`config.mk`:
```
export PLATFORM = sky130hd
export DESIGN_NAME = pixel_adc_event_deframer
export DESIGN_NICKNAME = d
export VERILOG_FILES = /design/src/rtl/paed_pkg.sv /design/src/rtl/pixel_adc_event_deframer.sv /design/src/rtl/paed_front.sv /design/src/rtl/paed_fifo.sv /design/src/rtl/paed_back.sv
export SDC_FILE = /design/constraint.sdc
export NUM_CORES = 2
export LEC_CHECK = 0
export BUFFER_PORTS_ARGS = -buffer_cell sky130_fd_sc_hd__clkbuf_2
export CORE_ASPECT_RATIO = 0.9
export CORE_MARGIN = 2
export CORE_UTILIZATION = 45
export CTS_CLUSTER_SIZE = 10
export DETAILED_ROUTE_END_ITERATION = 12
export PLACE_DENSITY = 0.7
export REMOVE_ABC_BUFFERS = 1
export SLEW_MARGIN = 10
export SYNTH_ARGS = -nofsm -noshare
export SYNTH_HDL_FRONTEND = slang
export SYNTH_HIERARCHICAL = 1
export SYNTH_SLANG_ARGS = --single-unit
```
`constraint.sdc`:
```
create_clock -name clock -period 55.2 [get_ports clock]
set_clock_uncertainty 0.15 [all_clocks]
set_input_delay 11.04 -clock clock [delete_from_list [all_inputs] [get_ports clock]]
set_output_delay 11.04 -clock clock [all_outputs]
set_load 0.01 [all_outputs]
```
`src/rtl/paed_pkg.sv`:
```
package paed_pkg;

   // stream layout
   localparam int CHANNELS     = 16;
   localparam int FRAME_BYTES  = 40;
   localparam int FOOTER_BYTES = 16;
   localparam int QUEUE_DEPTH  = 2;

   localparam logic [7:0]  HEADER_BYTE    = 8'hAA;
   localparam logic [7:0]  FOOTER_BYTE    = 8'hBB;
   localparam logic [15:0] TRAILER_MID    = 16'hFEFE;
   localparam logic [15:0] TRAILER_FINAL  = 16'hAEAE;
   localparam logic [63:0] MAP_RESET      = 64'hFEDCBA9876543210;

   // byte positions inside a section
   localparam logic [5:0] MARK_LAST       = 6'd3;
   localparam logic [5:0] WORD_BYTES_END  = 6'd32;
   localparam logic [5:0] TRAILER_HI_POS  = 6'd38;
   localparam logic [5:0] FRAME_LAST      = 6'(FRAME_BYTES - 1);
   localparam logic [31:0] FRAME_LEN      = 32'(FRAME_BYTES);
   localparam logic [31:0] TWO_FRAME_LEN  = 32'(2 * FRAME_BYTES);
   localparam logic [3:0] VALUE_LAST      = 4'(CHANNELS - 1);

   typedef enum logic [2:0] {
      PH_HEADER,
      PH_LENGTH,
      PH_PAYLOAD,
      PH_FOOT_OR_HEAD,
      PH_FOOT_SKIP
   } phase_type;

   // one finished frame handed from parser to output side
   typedef struct packed {
      logic [CHANNELS-1:0][15:0] words;
      logic [26:0]               frame_index;
      logic [31:0]               event_index;
      logic                      final_frame;
      logic                      trailer_ok;
      logic                      header_ok;
   } frame_type;

endpackage

```
`src/rtl/pixel_adc_event_deframer.sv`:
```
// Pixel ADC event deframer.
// req_* carries one raw stream byte per item; an item is taken at a clock edge
// with req_valid high and req_stall low. rsp_* carries one ADC value per item,
// sixteen per 40-byte frame, in value order, with rsp_last on the sixteenth.
// csr_wr_en/csr_wr_data load the 64-bit channel map; write it only while idle.
// Throughput: one byte per cycle at the input while req_stall is low. A frame
// is popped from the queue, then its values leave one per cycle while the
// output is not stalled. The frame's last byte pushes it into the queue; with
// the output idle, it is then popped and its first value loaded for output.
// A two-frame queue sits between the parser and the output sequencer; the
// input is stalled only while both slots are taken, which happens only when
// the receiver holds rsp_stall long enough.
// A stalled result stays unchanged in the output register.
// Reset (synchronous): parser waits for a header, event and frame counters
// clear, queue empties, channel map returns to identity.
module pixel_adc_event_deframer #(
   parameter int FOOTER_BYTES = paed_pkg::FOOTER_BYTES,
   parameter int QUEUE_DEPTH  = paed_pkg::QUEUE_DEPTH
) (
   input  logic        clock,
   input  logic        reset,
   input  logic        csr_wr_en,
   input  logic [63:0] csr_wr_data,
   input  logic        req_valid,
   output logic        req_stall,
   input  logic [7:0]  req_data_byte,
   output logic        rsp_valid,
   input  logic        rsp_stall,
   output logic [3:0]  rsp_channel,
   output logic [15:0] rsp_adc_value,
   output logic [26:0] rsp_frame_index,
   output logic [31:0] rsp_event_index,
   output logic        rsp_final_frame,
   output logic        rsp_trailer_ok,
   output logic        rsp_header_ok,
   output logic        rsp_last
);

   logic                push;
   paed_pkg::frame_type push_frame;
   logic                queue_full;
   logic                pop;
   logic                head_valid;
   paed_pkg::frame_type head_frame;

   // byte parser
   paed_front #(
      .FOOTER_BYTES (FOOTER_BYTES)
   ) u_front (
      .clock         (clock),
      .reset         (reset),
      .req_valid     (req_valid),
      .req_stall     (req_stall),
      .req_data_byte (req_data_byte),
      .queue_full    (queue_full),
      .push          (push),
      .push_frame    (push_frame)
   );

   // frame queue
   paed_fifo #(
      .QUEUE_DEPTH (QUEUE_DEPTH)
   ) u_fifo (
      .clock      (clock),
      .reset      (reset),
      .push       (push),
      .push_frame (push_frame),
      .full       (queue_full),
      .pop        (pop),
      .head_valid (head_valid),
      .head_frame (head_frame)
   );

   // value sequencer and output register
   paed_back u_back (
      .clock           (clock),
      .reset           (reset),
      .csr_wr_en       (csr_wr_en),
      .csr_wr_data     (csr_wr_data),
      .head_valid      (head_valid),
      .head_frame      (head_frame),
      .pop             (pop),
      .rsp_valid       (rsp_valid),
      .rsp_stall       (rsp_stall),
      .rsp_channel     (rsp_channel),
      .rsp_adc_value   (rsp_adc_value),
      .rsp_frame_index (rsp_frame_index),
      .rsp_event_index (rsp_event_index),
      .rsp_final_frame (rsp_final_frame),
      .rsp_trailer_ok  (rsp_trailer_ok),
      .rsp_header_ok   (rsp_header_ok),
      .rsp_last        (rsp_last)
   );

endmodule

```
`src/rtl/paed_front.sv`:
```
module paed_front #(
   parameter int FOOTER_BYTES = paed_pkg::FOOTER_BYTES
) (
   input  logic                clock,
   input  logic                reset,
   input  logic                req_valid,
   output logic                req_stall,
   input  logic [7:0]          req_data_byte,
   input  logic                queue_full,
   output logic                push,
   output paed_pkg::frame_type push_frame
);

   localparam logic [5:0] FootSkipLast = 6'(FOOTER_BYTES - 5);

   paed_pkg::phase_type phase_ff, phase_in;
   logic [5:0]  sc_ff, sc_in;
   logic        hgood_ff, hgood_in;
   logic        fmatch_ff, fmatch_in;
   logic [31:0] len_ff, len_in;
   logic [31:0] left_ff, left_in;
   logic [26:0] fc_ff, fc_in;
   logic [31:0] ec_ff, ec_in;
   logic        final_ff, final_in;
   logic [7:0]  trail_hi_ff, trail_hi_in;
   logic [paed_pkg::CHANNELS-1:0][15:0] words_ff, words_in;

   logic        accept;
   logic [5:0]  sc_inc;
   logic [31:0] len_new;
   logic [31:0] left_dec;
   logic        left_zero;
   logic        fmatch_new;
   logic        hdr_byte_ok;
   logic        active;
   logic        frame_done;
   logic [15:0] trailer;

   // handshake: hold the byte while the queue has no room
   assign req_stall = queue_full;
   assign accept    = req_valid && !req_stall;

   // shared decode of the current byte
   assign sc_inc      = sc_ff + 6'd1;
   assign len_new     = len_ff | (32'(req_data_byte) << {sc_ff[1:0], 3'b000});
   assign left_dec    = left_ff - 32'd1;
   assign left_zero   = (left_dec == 32'd0);
   assign hdr_byte_ok = (req_data_byte == paed_pkg::HEADER_BYTE);
   assign fmatch_new  = fmatch_ff && (req_data_byte == paed_pkg::FOOTER_BYTE);
   // a frame starts only while a whole frame is left in the payload
   assign active      = (sc_ff != 6'd0) || (left_ff >= paed_pkg::FRAME_LEN);
   assign frame_done  = active && (sc_ff == paed_pkg::FRAME_LAST);
   assign trailer     = {trail_hi_ff, req_data_byte};

   // next phase
   always_comb begin
      phase_in = phase_ff;
      if (accept) begin
         case (phase_ff)
            paed_pkg::PH_LENGTH: begin
               if (sc_ff == paed_pkg::MARK_LAST) begin
                  phase_in = (len_new == 32'd0) ? paed_pkg::PH_FOOT_OR_HEAD
                                                : paed_pkg::PH_PAYLOAD;
               end
            end
            paed_pkg::PH_PAYLOAD: begin
               if (left_zero) begin
                  phase_in = paed_pkg::PH_FOOT_OR_HEAD;
               end
            end
            paed_pkg::PH_FOOT_OR_HEAD: begin
               if (sc_ff == paed_pkg::MARK_LAST) begin
                  if (fmatch_new) begin
                     phase_in = (FOOTER_BYTES > 4) ? paed_pkg::PH_FOOT_SKIP
                                                   : paed_pkg::PH_HEADER;
                  end else begin
                     phase_in = paed_pkg::PH_LENGTH;
                  end
               end
            end
            paed_pkg::PH_FOOT_SKIP: begin
               if (sc_ff == FootSkipLast) begin
                  phase_in = paed_pkg::PH_HEADER;
               end
            end
            default: begin
               if (sc_ff == paed_pkg::MARK_LAST) begin
                  phase_in = paed_pkg::PH_LENGTH;
               end
            end
         endcase
      end
   end

   // counters, flags and frame capture
   always_comb begin
      sc_in       = sc_ff;
      hgood_in    = hgood_ff;
      fmatch_in   = fmatch_ff;
      len_in      = len_ff;
      left_in     = left_ff;
      fc_in       = fc_ff;
      ec_in       = ec_ff;
      final_in    = final_ff;
      trail_hi_in = trail_hi_ff;
      words_in    = words_ff;
      if (accept) begin
         case (phase_ff)
            paed_pkg::PH_LENGTH: begin
               len_in = len_new;
               sc_in  = sc_inc;
               if (sc_ff == paed_pkg::MARK_LAST) begin
                  sc_in   = 6'd0;
                  left_in = len_new;
                  fc_in   = 27'd0;
                  if (len_new == 32'd0) begin
                     ec_in     = ec_ff + 32'd1;
                     hgood_in  = 1'b1;
                     fmatch_in = 1'b1;
                  end
               end
            end
            paed_pkg::PH_PAYLOAD: begin
               if (active) begin
                  if (sc_ff == 6'd0) begin
                     final_in = (left_ff < paed_pkg::TWO_FRAME_LEN);
                  end
                  if (sc_ff < paed_pkg::WORD_BYTES_END) begin
                     if (sc_ff[0]) begin
                        words_in[sc_ff[4:1]][15:8] = req_data_byte;
                     end else begin
                        words_in[sc_ff[4:1]][7:0] = req_data_byte;
                     end
                  end
                  if (sc_ff == paed_pkg::TRAILER_HI_POS) begin
                     trail_hi_in = req_data_byte;
                  end
                  if (frame_done) begin
                     sc_in = 6'd0;
                     fc_in = fc_ff + 27'd1;
                  end else begin
                     sc_in = sc_inc;
                  end
               end
               left_in = left_dec;
               // end of event
               if (left_zero) begin
                  ec_in     = ec_ff + 32'd1;
                  sc_in     = 6'd0;
                  hgood_in  = 1'b1;
                  fmatch_in = 1'b1;
                  fc_in     = 27'd0;
               end
            end
            paed_pkg::PH_FOOT_OR_HEAD: begin
               hgood_in  = hgood_ff && hdr_byte_ok;
               fmatch_in = fmatch_new;
               sc_in     = sc_inc;
               if (sc_ff == paed_pkg::MARK_LAST) begin
                  sc_in = 6'd0;
                  if (fmatch_new) begin
                     hgood_in = 1'b1;
                  end else begin
                     len_in = 32'd0;
                  end
               end
            end
            paed_pkg::PH_FOOT_SKIP: begin
               sc_in = sc_inc;
               if (sc_ff == FootSkipLast) begin
                  sc_in = 6'd0;
               end
            end
            default: begin
               hgood_in = hgood_ff && hdr_byte_ok;
               sc_in    = sc_inc;
               if (sc_ff == paed_pkg::MARK_LAST) begin
                  sc_in  = 6'd0;
                  len_in = 32'd0;
               end
            end
         endcase
      end
   end

   // hand a finished frame to the queue
   assign push = accept && (phase_ff == paed_pkg::PH_PAYLOAD) && frame_done;

   always_comb begin
      push_frame.words       = words_ff;
      push_frame.frame_index = fc_ff;
      push_frame.event_index = ec_ff;
      push_frame.final_frame = final_ff;
      push_frame.trailer_ok  = final_ff ? (trailer == paed_pkg::TRAILER_FINAL)
                                        : (trailer == paed_pkg::TRAILER_MID);
      push_frame.header_ok   = hgood_ff;
   end

   // control state
   always_ff @(posedge clock) begin
      if (reset) begin
         phase_ff    <= paed_pkg::PH_HEADER;
         sc_ff       <= 6'd0;
         hgood_ff    <= 1'b1;
         fmatch_ff   <= 1'b1;
         len_ff      <= 32'd0;
         left_ff     <= 32'd0;
         fc_ff       <= 27'd0;
         ec_ff       <= 32'd0;
         final_ff    <= 1'b0;
         trail_hi_ff <= 8'd0;
      end else begin
         phase_ff    <= phase_in;
         sc_ff       <= sc_in;
         hgood_ff    <= hgood_in;
         fmatch_ff   <= fmatch_in;
         len_ff      <= len_in;
         left_ff     <= left_in;
         fc_ff       <= fc_in;
         ec_ff       <= ec_in;
         final_ff    <= final_in;
         trail_hi_ff <= trail_hi_in;
      end
   end

   // frame word buffer
   always_ff @(posedge clock) begin
      words_ff <= words_in;
   end

endmodule

```
`src/rtl/paed_fifo.sv`:
```
module paed_fifo #(
   parameter int QUEUE_DEPTH = paed_pkg::QUEUE_DEPTH
) (
   input  logic                clock,
   input  logic                reset,
   input  logic                push,
   input  paed_pkg::frame_type push_frame,
   output logic                full,
   input  logic                pop,
   output logic                head_valid,
   output paed_pkg::frame_type head_frame
);

   localparam int PtrBits   = (QUEUE_DEPTH > 1) ? $clog2(QUEUE_DEPTH) : 1;
   localparam int CountBits = $clog2(QUEUE_DEPTH + 1);
   localparam logic [CountBits-1:0] DepthCount = CountBits'(QUEUE_DEPTH);
   localparam logic [PtrBits-1:0]   PtrLast    = PtrBits'(QUEUE_DEPTH - 1);

   paed_pkg::frame_type slots_ff [QUEUE_DEPTH];
   logic [PtrBits-1:0]   wr_ptr_ff, wr_ptr_in;
   logic [PtrBits-1:0]   rd_ptr_ff, rd_ptr_in;
   logic [CountBits-1:0] count_ff, count_in;

   logic do_push;
   logic do_pop;

   assign full       = (count_ff == DepthCount);
   assign head_valid = (count_ff != '0);
   assign head_frame = slots_ff[rd_ptr_ff];
   assign do_push    = push && !full;
   assign do_pop     = pop && head_valid;

   // pointer and fill update
   always_comb begin
      wr_ptr_in = wr_ptr_ff;
      rd_ptr_in = rd_ptr_ff;
      count_in  = count_ff;
      if (do_push) begin
         wr_ptr_in = (wr_ptr_ff == PtrLast) ? '0 : wr_ptr_ff + 1'b1;
      end
      if (do_pop) begin
         rd_ptr_in = (rd_ptr_ff == PtrLast) ? '0 : rd_ptr_ff + 1'b1;
      end
      if (do_push && !do_pop) begin
         count_in = count_ff + 1'b1;
      end else if (do_pop && !do_push) begin
         count_in = count_ff - 1'b1;
      end
   end

   always_ff @(posedge clock) begin
      if (reset) begin
         wr_ptr_ff <= '0;
         rd_ptr_ff <= '0;
         count_ff  <= '0;
      end else begin
         wr_ptr_ff <= wr_ptr_in;
         rd_ptr_ff <= rd_ptr_in;
         count_ff  <= count_in;
      end
   end

   // slot storage
   always_ff @(posedge clock) begin
      if (do_push) begin
         slots_ff[wr_ptr_ff] <= push_frame;
      end
   end

   // the parser must never offer a frame to a full queue
   a_no_push_when_full: assert property (@(posedge clock) disable iff (reset)
      push |-> !full)
      else $error("frame offered to a full queue");

   a_count_bounded: assert property (@(posedge clock) disable iff (reset)
      count_ff <= DepthCount)
      else $error("queue fill beyond depth");

endmodule

```
`src/rtl/paed_back.sv`:
```
module paed_back (
   input  logic                clock,
   input  logic                reset,
   input  logic                csr_wr_en,
   input  logic [63:0]         csr_wr_data,
   input  logic                head_valid,
   input  paed_pkg::frame_type head_frame,
   output logic                pop,
   output logic                rsp_valid,
   input  logic                rsp_stall,
   output logic [3:0]          rsp_channel,
   output logic [15:0]         rsp_adc_value,
   output logic [26:0]         rsp_frame_index,
   output logic [31:0]         rsp_event_index,
   output logic                rsp_final_frame,
   output logic                rsp_trailer_ok,
   output logic                rsp_header_ok,
   output logic                rsp_last
);

   logic [63:0]         map_ff;
   logic                busy_ff, busy_in;
   logic [3:0]          idx_ff, idx_in;
   paed_pkg::frame_type cur_ff;
   logic                valid_ff, valid_in;
   logic [3:0]          channel_ff;
   logic [15:0]         adc_ff;
   logic [26:0]         frame_ff;
   logic [31:0]         event_ff;
   logic                final_ff;
   logic                tok_ff;
   logic                hok_ff;
   logic                last_ff;

   logic        out_free;
   logic        out_load;
   logic [15:0] value;

   assign out_free = !valid_ff || !rsp_stall;
   assign out_load = busy_ff && out_free;
   assign pop      = !busy_ff && head_valid;

   // bit transpose: bit 15-k of value idx is bit idx of word k
   always_comb begin
      for (int k = 0; k < paed_pkg::CHANNELS; k++) begin
         value[15-k] = cur_ff.words[k][idx_ff];
      end
   end

   // value sequencer
   always_comb begin
      busy_in = busy_ff;
      idx_in  = idx_ff;
      if (pop) begin
         busy_in = 1'b1;
         idx_in  = 4'd0;
      end else if (out_load) begin
         idx_in = idx_ff + 4'd1;
         if (idx_ff == paed_pkg::VALUE_LAST) begin
            busy_in = 1'b0;
         end
      end
   end

   // output register valid
   always_comb begin
      valid_in = valid_ff;
      if (out_load) begin
         valid_in = 1'b1;
      end else if (out_free) begin
         valid_in = 1'b0;
      end
   end

   always_ff @(posedge clock) begin
      if (reset) begin
         map_ff   <= paed_pkg::MAP_RESET;
         busy_ff  <= 1'b0;
         idx_ff   <= 4'd0;
         valid_ff <= 1'b0;
      end else begin
         if (csr_wr_en) begin
            map_ff <= csr_wr_data;
         end
         busy_ff  <= busy_in;
         idx_ff   <= idx_in;
         valid_ff <= valid_in;
      end
   end

   // frame in work and result payload
   always_ff @(posedge clock) begin
      if (pop) begin
         cur_ff <= head_frame;
      end
      if (out_load) begin
         channel_ff <= map_ff[{idx_ff, 2'b00} +: 4];
         adc_ff     <= value;
         frame_ff   <= cur_ff.frame_index;
         event_ff   <= cur_ff.event_index;
         final_ff   <= cur_ff.final_frame;
         tok_ff     <= cur_ff.trailer_ok;
         hok_ff     <= cur_ff.header_ok;
         last_ff    <= (idx_ff == paed_pkg::VALUE_LAST);
      end
   end

   assign rsp_valid       = valid_ff;
   assign rsp_channel     = channel_ff;
   assign rsp_adc_value   = adc_ff;
   assign rsp_frame_index = frame_ff;
   assign rsp_event_index = event_ff;
   assign rsp_final_frame = final_ff;
   assign rsp_trailer_ok  = tok_ff;
   assign rsp_header_ok   = hok_ff;
   assign rsp_last        = last_ff;

   // sixteenth value releases the frame
   a_frame_release: assert property (@(posedge clock) disable iff (reset)
      (out_load && idx_ff == paed_pkg::VALUE_LAST) |=> !busy_ff)
      else $error("frame still busy after its last value");

   // a freshly taken frame starts at value zero
   a_frame_start: assert property (@(posedge clock) disable iff (reset)
      pop |=> (busy_ff && idx_ff == 4'd0))
      else $error("new frame did not start at value zero");

endmodule
```
==> reports/results.ini <==
[run_status]
status=complete, no violations

[layout]
drive_gt1_frac=0.228
seqCellArea_um2=43200
multi_input_area_um2=13700
final_nets=3806
post-route-util=0.511
diodes=0
syn2layout_area_growth_pct=12.2
fillers=10100

[clock_tree]
cts_tree=yes
holdBufCountCts=0
cts_root_buffer=clkbuf_16
cts_setup_buffers=0
clk_path_buf_depth=3
cts.sinks=1511
cts_buffers=170
cts.clk_slew.worst_paths_ns=0.05
cts_max_level=4
clk-insertion-delay-late_ns=0.78
cts-resized-gates=0

[worst_setup_path]
crit_cells=9
endpoint=u_fifo/slots_ff[0][127]
crit_type=input pin to flip-flop
cp-startpoint=req_valid
cp_slowest_cell=nor3_1
r2r_start=u_front/sc_ff[2]
crit_family=buffers and inverters
path_common_cell=buf_4
start_kind=input pin
cp_num_buf_inv=6
cp.arrival_ns=15.74
required_ns=55.44
slowest_delay_ns=0.93
rr_endpoint=u_fifo/slots_ff[0][127]
path_max_fanout=115
worst_setup_path_end_kind=flip-flop
crit_chain=clkbuf_2, nand2b_1, buf_4, nor3_1, inv_1, or3_1, inv_8, buf_4, buf_4
r2r_cells=7
rrSetupSlack_ns=49.36

[route]
vias=30400
viasPerCell=5.53
drc=0
drt_wl_total_mm=117
drt.antenna.violating_nets=0
drtIter0Drc=3006
dr.pass1.iters=7
post_drt_wl_per_cell_um=21.2

[logic_synthesis]
syn_inst=3559
yosysSeqAreaShare=0.745
synth_edf_count=1293
yosys.area.top_type=edfxtp_1
synthesis.area_um2=58000
synth_top_flop_cell=edfxtp_1
synth_top_area_frac=0.670
ys_warn_count=6
synth_area_leaders=edfxtp_1, dfxtp_1, mux2_2
syn_area_per_cell_um2=16.3
synth-async-reset-ratio=0
synth_seq_cells=1511
ys_types=73

[timing]
rsz0062_at_grt=no
finalSetupTns_ns=0
worst_slack_ns=39.70
hold_viol_final=0
maxSlewHeadroom=0.218
max_freq_mhz=64.5
period_share=0.281
slew_violations=0
finalCriticalPeriod_ns=15.50
setup_violations=0
worst_pin_slew_ns=1.17

[grt]
groute.usage.overall=0.176
grt_pass1_wl_mm=177
grt_pass1_vias=29700
grt_max_degree=151
antenna_found_initial=0
overflow=0

[placement]
dp_hpwl_mm=66.6
gp_congestion=0.907
pre_cts_slack_ns=39.01
io_buffers=161

[pwr]
p_leak_uw=0.0214
vdd_ir_drop_max_mv=0.0205
p_total_uw=2300
p_per_area_nw_per_um2=35.3

[die]
fp-row-count=124
core_um2=127000
die_area_um2=132000
io_pins=162
die_h_um=345
fp.dieW_um=382
start_util=0.455

[hold_path]
hold_class=flip-flop to flip-flop
whs_path_depth=0

[flow_run]
cap_violations=0

## flip-flops by register name (all words and copies together) (netlist names), 2 cells and up, named ones only
name and flops:
u_front/push_frame 256, u_back/rsp_adc_value 16, u_front/left_ff 32, u_front/phase_ff 3, u_back/rsp_channel 4, u_front/trail_hi_ff 8
u_back/idx_ff 4, u_back/map_ff 64, u_fifo/count_ff 2, u_front/fc_ff 27, u_front/sc_ff 6, u_front/ec_ff 32
u_back/cur_ff 318, u_back/rsp_event_index 32, u_fifo/slots_ff 636, u_back/rsp_frame_index 27, u_front/len_ff 32
## cells by family (layout without fill, tap and decap cells)
logic type / Yosys count / in the layout / synth area share
flops: 1511 / 1511 / 0.745
xor+xnor: 16 / 16 / 0.00242
simple gates: 945 / 945 / 0.0759
mux: 460 / 460 / 0.110
compound gates: 371 / 371 / 0.0445
buf+inv: 247 / 475 / 0.0200
fa+ha+maj: 9 / 9 / 0.00194
## layout by cell type, fill, tap and decap left out, types with 55 or more instances in the layout
master     instances
a21oi_1           79
clkbuf_16        171
clkbuf_2         159
dfxtp_1          215
edfxtp_1        1293
mux2_2           234
mux2_4           100
mux4_2            80
nand2_1          131
nor2_1           468
nor2b_1           55
o21ai_0           60
## layout make-up
type,count,area share
multi-input cells,1801,0.211
repair buffers,215,0.0192
clock inverters,18,0.00358
flip-flops and latches,1511,0.664
well taps,1701,0.0327
clock buffers,221,0.0688
inverters,21,0.00137
## routing by layer
layer / share of wire / GRT usage / up-vias
met5: 0 / 0 / -
met4: 0.020 / 0.0538 / 0
met3: 0.067 / 0.0361 / 169
met2: 0.49 / 0.283 / 1007
met1: 0.43 / 0.242 / 15300
li1: - / - / 13900
## how the worst min path moves through the flow
| stage | startpoint | endpoint | slack (ns) |
|---|---|---|---|
| floorplan | u_back/cur_ff[3] | u_back/rsp_event_index[0] | 0.25 |
| CTS | u_back/cur_ff[46] | u_back/rsp_frame_index[11] | 0.27 |
| global route | u_back/cur_ff[31] | u_back/rsp_event_index[28] | 0.27 |
| finish | u_back/cur_ff[46] | u_back/rsp_frame_index[11] | 0.27 |
| global placement | u_back/cur_ff[11] | u_back/rsp_event_index[8] | 0.25 |
| detailed placement | u_back/cur_ff[14] | u_back/rsp_event_index[11] | 0.25 |
## report_power, final
part	internal, uW	switching (uW)	leakage, uW	total, uW
clock network	567	412	0.00228	979
logic	24.3	65.2	0.00540	89.5
registers	1230	3.77	0.0138	1230
total	1820	481	0.0214	2300
## synthesized netlist by cell type, types with 32 or more instances
cell type and count:
nor2b_1 58, edfxtp_1 1293, nand4_1 34, nor3_1 48, mux4_2 80, mux2_2 234
mux2_4 100, dfxtp_1 218, a22oi_1 52, clkbuf_1 145, mux2i_1 46, a211o_1 32
a21oi_1 80, nor2_1 470, nor4_1 38, buf_2 37, nand3_1 46, o21ai_0 61
nand2_1 135
## worst register-to-register path, stage by stage, from the launching register on
cell and delay [ns]:
dfxtp_1 0.71, nand4_1 0.32, nor3_1 0.93, inv_1 0.18
or3_1 0.50, inv_8 0.64, buf_4 1.01, buf_4 0.92
## through the flow
step	instance area (um2)	cells	hold slack, ns
final	65100	5488	0.266
after global routing	65100	5488	0.273
after CTS	65100	5487	0.267
after detailed placement	60300	5248	0.255
after global placement	60300	5248	0.251
after floorplan	56900	3333	0.250
No activity file was read; power rests on OpenSTA's default activity.
